### src/mcos_pkg.sv
package mcos_pkg;

  // Default configuration
  localparam int unsigned MAX_MATRICES_DEF = 16;
  localparam int unsigned DIM_BITS_DEF     = 12;
  localparam int unsigned COST_BITS_DEF    = 48;

  // Fixed field widths of the channels
  localparam int unsigned DIM_W  = 12;
  localparam int unsigned IDX_W  = 4;
  localparam int unsigned COST_W = 48;

  typedef enum logic [1:0] {
    KIND_SPLIT = 2'd0,
    KIND_TOTAL = 2'd1,
    KIND_ERROR = 2'd2
  } kind_e;

  typedef struct packed {
    logic [DIM_W-1:0] dimension;
    logic             final_dimension;
  } req_t;

  typedef struct packed {
    kind_e             kind;
    logic [IDX_W-1:0]  first_matrix;
    logic [IDX_W-1:0]  last_matrix;
    logic [IDX_W-1:0]  split_after;
    logic [COST_W-1:0] total_cost;
    logic              end_of_run;
  } rsp_t;

  typedef enum logic [4:0] {
    ST_IDLE,
    ST_CHECK,
    ST_ERR,
    ST_DIAG,
    ST_IVL_A,
    ST_IVL_B,
    ST_IVL_C,
    ST_K_RD,
    ST_K_MUL1,
    ST_K_MUL2,
    ST_K_ACC,
    ST_IVL_WR,
    ST_WALK_INIT,
    ST_POP,
    ST_NODE_RD,
    ST_NODE,
    ST_PUSH2,
    ST_TOTAL_RD,
    ST_TOTAL
  } state_e;

  typedef struct packed {
    logic load;
    logic clr_chain;
    logic diag_wr;
    logic ivl_start;
    logic rd_dj1;
    logic cap_dj1;
    logic k_rd;
    logic k_mul1;
    logic k_mul2;
    logic k_acc;
    logic ivl_wr;
    logic walk_init;
    logic pop;
    logic node_rd;
    logic node_emit;
    logic push2;
    logic total_rd;
    logic emit_total;
    logic emit_err;
  } ctrl_cmd_t;

  typedef struct packed {
    logic err;
    logic diag_last;
    logic one_matrix;
    logic k_last;
    logic ivl_last;
    logic len_last;
    logic stack_empty;
    logic leaf;
    logic out_free;
  } dp_status_t;

endpackage

### src/mcos_ctrl.sv
module mcos_ctrl import mcos_pkg::*; (
  input  logic       clk_i,
  input  logic       rst_ni,
  input  logic       req_valid_i,
  input  logic       req_final_i,
  output logic       req_stall_o,
  input  dp_status_t status_i,
  output ctrl_cmd_t  cmd_o
);

  state_e state_q, state_d;

  always_ff @(posedge clk_i or negedge rst_ni) begin
    if (!rst_ni) begin
      state_q <= ST_IDLE;
    end else begin
      state_q <= state_d;
    end
  end

  // next state
  always_comb begin
    state_d = state_q;
    case (state_q)
      ST_IDLE:      if (req_valid_i && req_final_i) state_d = ST_CHECK;
      ST_CHECK:     state_d = status_i.err ? ST_ERR : ST_DIAG;
      ST_ERR:       if (status_i.out_free) state_d = ST_IDLE;
      ST_DIAG: begin
        if (status_i.diag_last) state_d = status_i.one_matrix ? ST_WALK_INIT : ST_IVL_A;
      end
      ST_IVL_A:     state_d = ST_IVL_B;
      ST_IVL_B:     state_d = ST_IVL_C;
      ST_IVL_C:     state_d = ST_K_RD;
      ST_K_RD:      state_d = ST_K_MUL1;
      ST_K_MUL1:    state_d = ST_K_MUL2;
      ST_K_MUL2:    state_d = ST_K_ACC;
      ST_K_ACC:     state_d = status_i.k_last ? ST_IVL_WR : ST_K_RD;
      ST_IVL_WR: begin
        state_d = (status_i.ivl_last && status_i.len_last) ? ST_WALK_INIT : ST_IVL_A;
      end
      ST_WALK_INIT: state_d = ST_POP;
      ST_POP:       state_d = status_i.stack_empty ? ST_TOTAL_RD : ST_NODE_RD;
      ST_NODE_RD:   state_d = status_i.leaf ? ST_POP : ST_NODE;
      ST_NODE:      if (status_i.out_free) state_d = ST_PUSH2;
      ST_PUSH2:     state_d = ST_POP;
      ST_TOTAL_RD:  state_d = ST_TOTAL;
      ST_TOTAL:     if (status_i.out_free) state_d = ST_IDLE;
      default:      state_d = ST_IDLE;
    endcase
  end

  // outputs
  always_comb begin
    cmd_o       = '0;
    req_stall_o = (state_q != ST_IDLE);
    case (state_q)
      ST_IDLE:      cmd_o.load = req_valid_i;
      ST_ERR: begin
        cmd_o.emit_err  = status_i.out_free;
        cmd_o.clr_chain = status_i.out_free;
      end
      ST_DIAG:      cmd_o.diag_wr = 1'b1;
      ST_IVL_A:     cmd_o.ivl_start = 1'b1;
      ST_IVL_B:     cmd_o.rd_dj1 = 1'b1;
      ST_IVL_C:     cmd_o.cap_dj1 = 1'b1;
      ST_K_RD:      cmd_o.k_rd = 1'b1;
      ST_K_MUL1:    cmd_o.k_mul1 = 1'b1;
      ST_K_MUL2:    cmd_o.k_mul2 = 1'b1;
      ST_K_ACC:     cmd_o.k_acc = 1'b1;
      ST_IVL_WR:    cmd_o.ivl_wr = 1'b1;
      ST_WALK_INIT: cmd_o.walk_init = 1'b1;
      ST_POP:       cmd_o.pop = !status_i.stack_empty;
      ST_NODE_RD:   cmd_o.node_rd = !status_i.leaf;
      ST_NODE:      cmd_o.node_emit = status_i.out_free;
      ST_PUSH2:     cmd_o.push2 = 1'b1;
      ST_TOTAL_RD:  cmd_o.total_rd = 1'b1;
      ST_TOTAL: begin
        cmd_o.emit_total = status_i.out_free;
        cmd_o.clr_chain  = status_i.out_free;
      end
      default:      cmd_o = '0;
    endcase
  end

endmodule

### config.mk
export PLATFORM = sky130hd
export DESIGN_NAME = mcos_ctrl
export DESIGN_NICKNAME = d
export VERILOG_FILES = /design/src/mcos_pkg.sv /design/src/mcos_ctrl.sv
export SDC_FILE = /design/constraint.sdc
export NUM_CORES = 1
export LEC_CHECK = 0
export ABC_CLOCK_PERIOD_IN_PS = 3050
export BUFFER_PORTS_ARGS = -buffer_cell sky130_fd_sc_hd__buf_2
export CORE_MARGIN = 2
export CORE_UTILIZATION = 40
export DETAILED_ROUTE_END_ITERATION = 8
export HOLD_SLACK_MARGIN = 0.12
export PLACE_DENSITY_LB_ADDON = 0.3
export SYNTH_ARGS = -nofsm -noshare
export SYNTH_HDL_FRONTEND = slang
export SYNTH_SLANG_ARGS = --single-unit
### constraint.sdc
create_clock -name clk_i -period 3.05 [get_ports clk_i]
set_input_delay 0.4575 -clock clk_i [delete_from_list [all_inputs] [get_ports clk_i]]
set_output_delay 0.4575 -clock clk_i [all_outputs]
set_load 0.02 [all_outputs]
* Word level (Yosys, flattened, before mapping)
Cells that the tools add are included.
** Storage, ports and cells
- Register bits :: 5
- Output and inout bits :: 20
- Word-level logic and storage cells :: 62
** Operators by class
- Equal/unequal tests :: 22
- Mux-type cells :: 30
- Reductions and logical operators :: 9
** Operator list (count)
- $pmux W5 S17 :: 1
- $eq A5 B4 Y1 const B :: 8
- $mux W5 :: 5
- $eq A5 B3 Y1 const B :: 4
- $mux W1 :: 20
- $eq A5 B5 Y1 const B :: 3
- $mux W4 :: 3
- $eq A5 B2 Y1 const B :: 2
- $ne A2 B2 Y1 const B :: 3
- $eq A5 B1 Y1 const B :: 1
- $logic_not A5 Y1 :: 1
- $reduce_bool A5 Y1 :: 1
- $reduce_and A4 Y1 :: 1
- $reduce_or A2 Y1 :: 2
- $logic_and A1 B1 Y1 :: 2
- $logic_not A1 Y1 :: 2
- $mux W2 :: 1
- $ne A2 B1 Y1 const B :: 1

* Depth between registers and ports, before layout
Gate-level depths: netlist of run 1.
- Word-level depth :: 4
- Depth in mapped cells :: 6
- Mapped depth without buffers :: 4

* Worst setup path before layout of run 1
Ideal clock, no wire load.
- Path kind :: register -> output
- From :: reg state_q[2]
- To :: out cmd_o[0] in the netlist's numbering
- Arrival :: 1.329 ns
- Required time :: 2.592 ns
- Slack :: 1.263 ns
- Stages on the path, launching flop included :: 6
- Buffers on the path :: 2
- Cell sequence :: dfrtp_1 buf_2 buf_2 nor2_1 nand2_1 nor3_1
** RTL lines
- start: declaration :: line mcos_ctrl.sv:11 : state_e state_q, state_d;
- start signal: assignment :: line mcos_ctrl.sv:17 : state_q <= state_d;
- end: declaration :: line mcos_ctrl.sv:8 : output ctrl_cmd_t cmd_o

==> results of run 1 <==
## Yosys cell counts (2+ instances only)
cell type  instances  area [µm²]
a211oi_1           2        15.0
a21oi_1            2        10.0
a31oi_1            3        18.8
buf_2              5        25.0
clkbuf_1           2        7.51
dfrtp_1            5         125
inv_1              4        15.0
nand2_1            6        22.5
nand2b_1           6        37.5
nor2_1            14        52.6
nor2b_1            4        25.0
nor3_1            10        50.1
nor4b_1            2        17.5
nor4bb_1           2        20.0
o21ai_0            2        10.0
or3b_1             2        17.5
## final cells by class
| type | instances | area [µm²] | share of cell area, % |
|---|---|---|---|
| Timing Repair Buffer | 33 | 170 | 18.8 |
| Clock buffer | 4 | 26.3 | 2.91 |
| Tap cell | 25 | 31.3 | 3.46 |
| Sequential cell | 5 | 125 | 13.9 |
| Inverter | 4 | 15.0 | 1.66 |
| Multi-Input combinational cell | 79 | 536 | 59.3 |
## per-layer routing
layer | global-route usage [%] | vias up
li1 | - | 413
met1 | 25.7 | 357
met2 | 26.1 | 36
met3 | 2.35 | 2
met4 | 8.57 | 0
met5 | 0 | -
## kinds of logic (layout without fill, tap and decap cells)
kind of cell / after synthesis / after routing / synth area share, %
AOI/OAI and AO/OA: 19 / 19 / 24.2
muxes: 3 / 3 / 5.39
and+or+nand+nor: 57 / 57 / 44.9
buffers and inverters: 12 / 41 / 8.17
DFF: 5 / 5 / 17.4
## what timing repair did
| action | CTS | global route |
|---|---|---|
| endpoints found under the hold margin | 5 | 0 |
| hold buffers | 1 | 0 |
| buffers inserted | 0 | 0 |
## power groups by stage
stage	clock network (mW)	logic [mW]	registers, mW
2_1_floorplan	0	0.468	0.108
3_3_place_gp	0	0.461	0.188
3_5_place_dp	0	0.462	0.190
4_1_cts	0.0768	0.464	0.189
5_1_grt	0.0838	0.503	0.202
6_report	0.0727	0.463	0.190
## worst paths after layout
path	startpoint	to	slack, ns	depth (start not counted)
worst max-delay path	state_q[4]	cmd_o[6]	0.78	4
worst min-delay path	status_i[1]	state_q[1]	0.55	4
worst max register to register	state_q[0]	state_q[0]	1.01	4
worst min register to register	state_q[1]	state_q[1]	0.85	2
max in group asynchronous	rst_ni	state_q[4]	2.37	2
min in group asynchronous	rst_ni	state_q[3]	0.56	2
## worst register-to-register path: cells and delay by family, from the launching register on
family | cells | cell delay, ns
flops | 1 | 0.69
compound gates | 2 | 0.55
mux | 1 | 0.34
simple gates | 1 | 0.33
## layout by cell type (no fill, tap or decap), types with 2 or more instances in the layout
cell / instances
nor4bb_1: 2
inv_1: 4
buf_2: 32
nand2b_1: 6
o21ai_0: 2
a31oi_1: 3
nor4b_1: 2
nor3_1: 10
or3b_1: 2
a21oi_1: 2
clkbuf_4: 3
dfrtp_1: 5
nor2b_1: 4
nor2_1: 14
nand2_1: 6
a211oi_1: 2
==> summary.txt, run 1 <==
STA
  – Worst Max-Slew Pin Slew: 0.568 ns
  – Setup violations, final: 0
  – Min cycle time layout: 2.27 ns
  – Pins Over Slew Limit: 0
  – Setup WS post-layout: 0.776 ns
  – Slew margin rel.: 62.1%
  – Clock skew: 0.00150 ns
  – Final hold viol count: 0
  – Final Cycle Share: 74.6%
  – RSZ-0062 raised after global routing: false
  – F_max: 440 MHz
  – WHS: 0.549 ns
  – Setup TNS Final: 0 ns

Route
  – Total number of vias: 808
  – DRT met1 WL: 830 µm
  – DR WL/cell: 12.2 µm
  – Met3 Wirelength: 105 µm
  – Top Metal Used: met4
  – Detail Route Antenna Nets: 0
  – Iteration-0 DRC count of the detailed router: 29
  – Vias per inst: 5.39
  – DRC viols: 0
  – Pre-antenna DRT Iters: 4
  – DR WL met2: 877 µm
  – Routed WL: 1.83 mm

Floorplanning
  – Io pins: 33
  – Chip width: 46.4 µm
  – Starting Density: 42.1%
  – Die area: 2150 µm²
  – Die Y: 46.4 µm
  – Core area: 1710 µm²
  – FP Rows: 15

Setup path
  – Critical path's slowest cell: dfrtp_1
  – Crit end category: output pin
  – CP startpoint kind: register
  – Arr. time, crit path: 1.82 ns
  – Max stage delay on crit path: 0.57 ns
  – Crit-path cells: nand3b_2, or3_1, inv_1, buf_2
  – Worst path buffer plus inverter count: 2
  – Crit Path Category: register to output pin
  – Worst-path maximum fanout: 18
  – Data required time of the worst path: 2.59 ns
  – Family with the most delay on the worst path: simple AND/OR/NAND/NOR gates

Job
  – # Max-Cap Violations: 0

Cells and area
  – Max FFs per register: 5
  – Register bank with the most flops: state_q
  – Core Util, Final: 52.9%
  – Synthesis-to-finish area growth: 25.6%
  – Fill cells: 185
  – Finished layout cell area: 903 µm²
  – Biggest regs: state_q (5)
  – Final non-filler cell total: 150
  – Ant. Diodes: 0
  – Nets: 139
  – Share of post-route cells with drive strength above 1: 32.8%

Power
  – Comb power frac: 63.8%
  – Switching power: 0.368 mW
  – Lkg Pwr: 0.419 nW
  – Power Density: 803 nW/µm²
  – Maximum VDD drop: 0.000504 V
  – Sw Share: 50.7%
  – Internal power: 0.357 mW
  – Design Power: 0.725 mW
  – Clock power share: 10.0%
  – Seq pwr share: 26.2%

Clock tree
  – CTS clock-pin slew for the worst setup and hold paths: 0.04 ns
  – Longest Clk Path Bufs: 2
  – CTS H-tree depth: 1
  – Sink Count: 5
  – CTS Buf Count: 3
  – CTS tree: done
  – Clock latency on the worst-skew pair: 0.23 ns
  – # resized after CTS: 0
  – Root buf cell: clkbuf_4

Place
  – DP Cell Count: 145
  – GP Congestion: 0.811
  – Placed inst area: 867 µm²
  – Pre-CTS setup slack: 1.04 ns
  – Detailed Place HPWL: 1.40 mm
  – Port Buf Inserts: 32

Synth
  – Synth Area per Inst: 7.49 µm²
  – Post-Synthesis Cells: 96
  – Netlist cell types: 41
  – Post-synth EDFFs: 0
  – Mapped Nets: 109
  – Post-synthesis sequential area ratio: 17.4%
  – Synth Flop Type: dfrtp_1
  – Post-Synthesis Cell Area: 719 µm²
  – #FFs+latches synth: 5
  – Ys async rst share: 100%
  – Synthesis Warnings: 0

Global routing
  – GR Util All Layers: 17.9%
  – Largest net degree at the start of global routing: 21
  – Initial antenna violation count: 0
  – First-pass GRT wire length: 2.75 mm
  – Vias in the first global route: 621
  – Grt total ovfl: 0

Run status
  – Status: finished clean

Min path
  – Hold WC Path Type: input pin to register
No activity file was read; power rests on OpenSTA's default activity.
==> run 2, diff against run 1 <==
--- a/config.mk
+++ b/config.mk
@@ -5,7 +5,7 @@
 export SDC_FILE = /design/constraint.sdc
 export NUM_CORES = 1
 export LEC_CHECK = 0
-export ABC_CLOCK_PERIOD_IN_PS = 3050
+export ABC_CLOCK_PERIOD_IN_PS = 2180
 export BUFFER_PORTS_ARGS = -buffer_cell sky130_fd_sc_hd__buf_2
 export CORE_MARGIN = 2
 export CORE_UTILIZATION = 40
==> constraint.sdc (replaced) <==
create_clock -name clk_i -period 2.18 [get_ports clk_i]
set_input_delay 0.327 -clock clk_i [delete_from_list [all_inputs] [get_ports clk_i]]
set_output_delay 0.327 -clock clk_i [all_outputs]
set_load 0.02 [all_outputs]
==> summary.txt, run 2 (synthesized netlist as in run 1, its figures left out) <==
Setup path
  – Worst path buffer plus inverter count: 2
  – Crit-path cells: nand3b_2, or3_1, inv_1, buf_2
  – Arr. time, crit path: 1.67 ns
  – Critical path's slowest cell: dfrtp_1
  – Worst-path maximum fanout: 9
  – Max stage delay on crit path: 0.47 ns
  – Family with the most delay on the worst path: simple AND/OR/NAND/NOR gates
  – Crit Path Category: register to output pin
  – Data required time of the worst path: 1.85 ns
  – Crit end category: output pin
  – CP startpoint kind: register

Route
  – Detail Route Antenna Nets: 0
  – Vias per inst: 5.51
  – DRC viols: 0
  – Total number of vias: 854
  – Pre-antenna DRT Iters: 4
  – Routed WL: 1.98 mm
  – Iteration-0 DRC count of the detailed router: 18
  – DR WL/cell: 12.8 µm

Clock tree
  – Root buf cell: clkbuf_4
  – Clock latency on the worst-skew pair: 0.24 ns
  – Sink Count: 5
  – CTS clock-pin slew for the worst setup and hold paths: 0.04 ns
  – CTS tree: done
  – CTS Buf Count: 3
  – CTS H-tree depth: 1
  – Longest Clk Path Bufs: 2

Floorplanning
  – Die area: 2150 µm²
  – Core area: 1710 µm²
  – Chip width: 46.4 µm
  – FP Rows: 15
  – Die Y: 46.4 µm
  – Starting Density: 42.1%
  – Io pins: 33

Cells and area
  – Commonest non-fill, non-tap cell in the layout: buf_2
  – Nets: 144
  – Ant. Diodes: 0
  – Synthesis-to-finish area growth: 30.8%
  – Biggest regs: state_q (5)
  – Final non-filler cell total: 155
  – Most frequent cells in the layout: buf_2, nor2_1, nor3_1
  – Share of post-route cells with drive strength above 1: 35.4%
  – Register bank with the most flops: state_q
  – Fill cells: 172
  – Max FFs per register: 5

Job
  – # Max-Cap Violations: 0

Power
  – Power Density: 1140 nW/µm²
  – Maximum VDD drop: 0.000536 V
  – Lkg Pwr: 0.444 nW

STA
  – Min cycle time layout: 2.00 ns
  – Final Cycle Share: 91.6%
  – Setup violations, final: 0
  – F_max: 501 MHz
  – Setup TNS Final: 0 ns
  – Final hold viol count: 0
  – Clock skew: 0.00256 ns
  – Slew margin rel.: 73.2%
  – Worst Max-Slew Pin Slew: 0.403 ns
  – RSZ-0062 raised after global routing: false
  – Pins Over Slew Limit: 0

Place
  – Detailed Place HPWL: 1.57 mm
  – DP Cell Count: 150
  – Port Buf Inserts: 32
  – GP Congestion: 0.927

Min path
  – Hold WC Path Type: input pin to asynchronous set/reset pin

Global routing
  – First-pass GRT wire length: 3.15 mm
  – Initial antenna violation count: 0
  – GR Util All Layers: 20.4%
  – Vias in the first global route: 725
  – Grt total ovfl: 0
  – Largest net degree at the start of global routing: 19

Run status
  – Status: finished clean
==> run 2: final timing paths <==
kind                        startpoint          to  slack [ns]  cells after the start
setup / recovery            state_q[4]    cmd_o[6]        0.18                      4
hold / removal                  rst_ni  state_q[4]        0.41                      2
setup reg to reg            state_q[0]  state_q[0]        0.42                      4
hold reg to reg             state_q[0]  state_q[1]        0.82                      3
max in group asynchronous       rst_ni  state_q[2]        1.64                      2
min in group clk_i         status_i[1]  state_q[1]        0.43                      4
==> run 2: worst reg2reg max path, cell delays in order (launching register included) <==
cell and delay [ns]:
dfrtp_1 0.47, or2_1 0.35, a2111oi_4 0.39, a311oi_4 0.12
mux2_4 0.32
==> run 2: area by class of cell <==
class / instances / area (µm²) / share of cell area (%)
clock buffer: 4 / 26.3 / 2.79
timing repair buffer: 38 / 208 / 22.1
inverter: 4 / 15.0 / 1.60
tap: 25 / 31.3 / 3.32
multi-input combinational: 79 / 536 / 56.9
sequential: 5 / 125 / 13.3
==> run 2: where the power goes <==
part	total (mW)	switching [mW]	internal [mW]	leakage, nW
registers	0.174	0.0473	0.126	0.0648
clock network	0.108	0.0388	0.0692	0.0150
logic	0.790	0.446	0.344	0.365
total	1.07	0.532	0.539	0.444
==> run 2: timing repair <==
| action | CTS | global route |
|---|---|---|
| buffers inserted | 0 | 0 |
| endpoints found under the hold margin | 5 | 0 |
| resized for setup | 0 | 0 |
| hold buffers | 1 | 0 |
==> run 2: per-layer routing <==
layer	global-route usage, %	routed length [µm]	up-vias
li1	-	-	424
met1	24.9	847	390
met2	36.7	1010	36
met3	1.18	105	4
met4	8.57	21	0
met5	0	0	-
==> run 2: through the flow <==
stage	power (mW)	setup slack (ns)	instance area (µm²)	hold WS, ns	utilization, %
after floorplan	0.805	0.524	719	0.0314	-
after global placement	0.955	0.456	905	0.143	53.0
after detailed placement	0.962	0.428	905	0.144	53.0
after CTS	1.07	0.189	941	0.417	55.1
after global routing	1.16	0.112	941	0.426	55.1
final	1.07	0.184	941	0.412	55.1
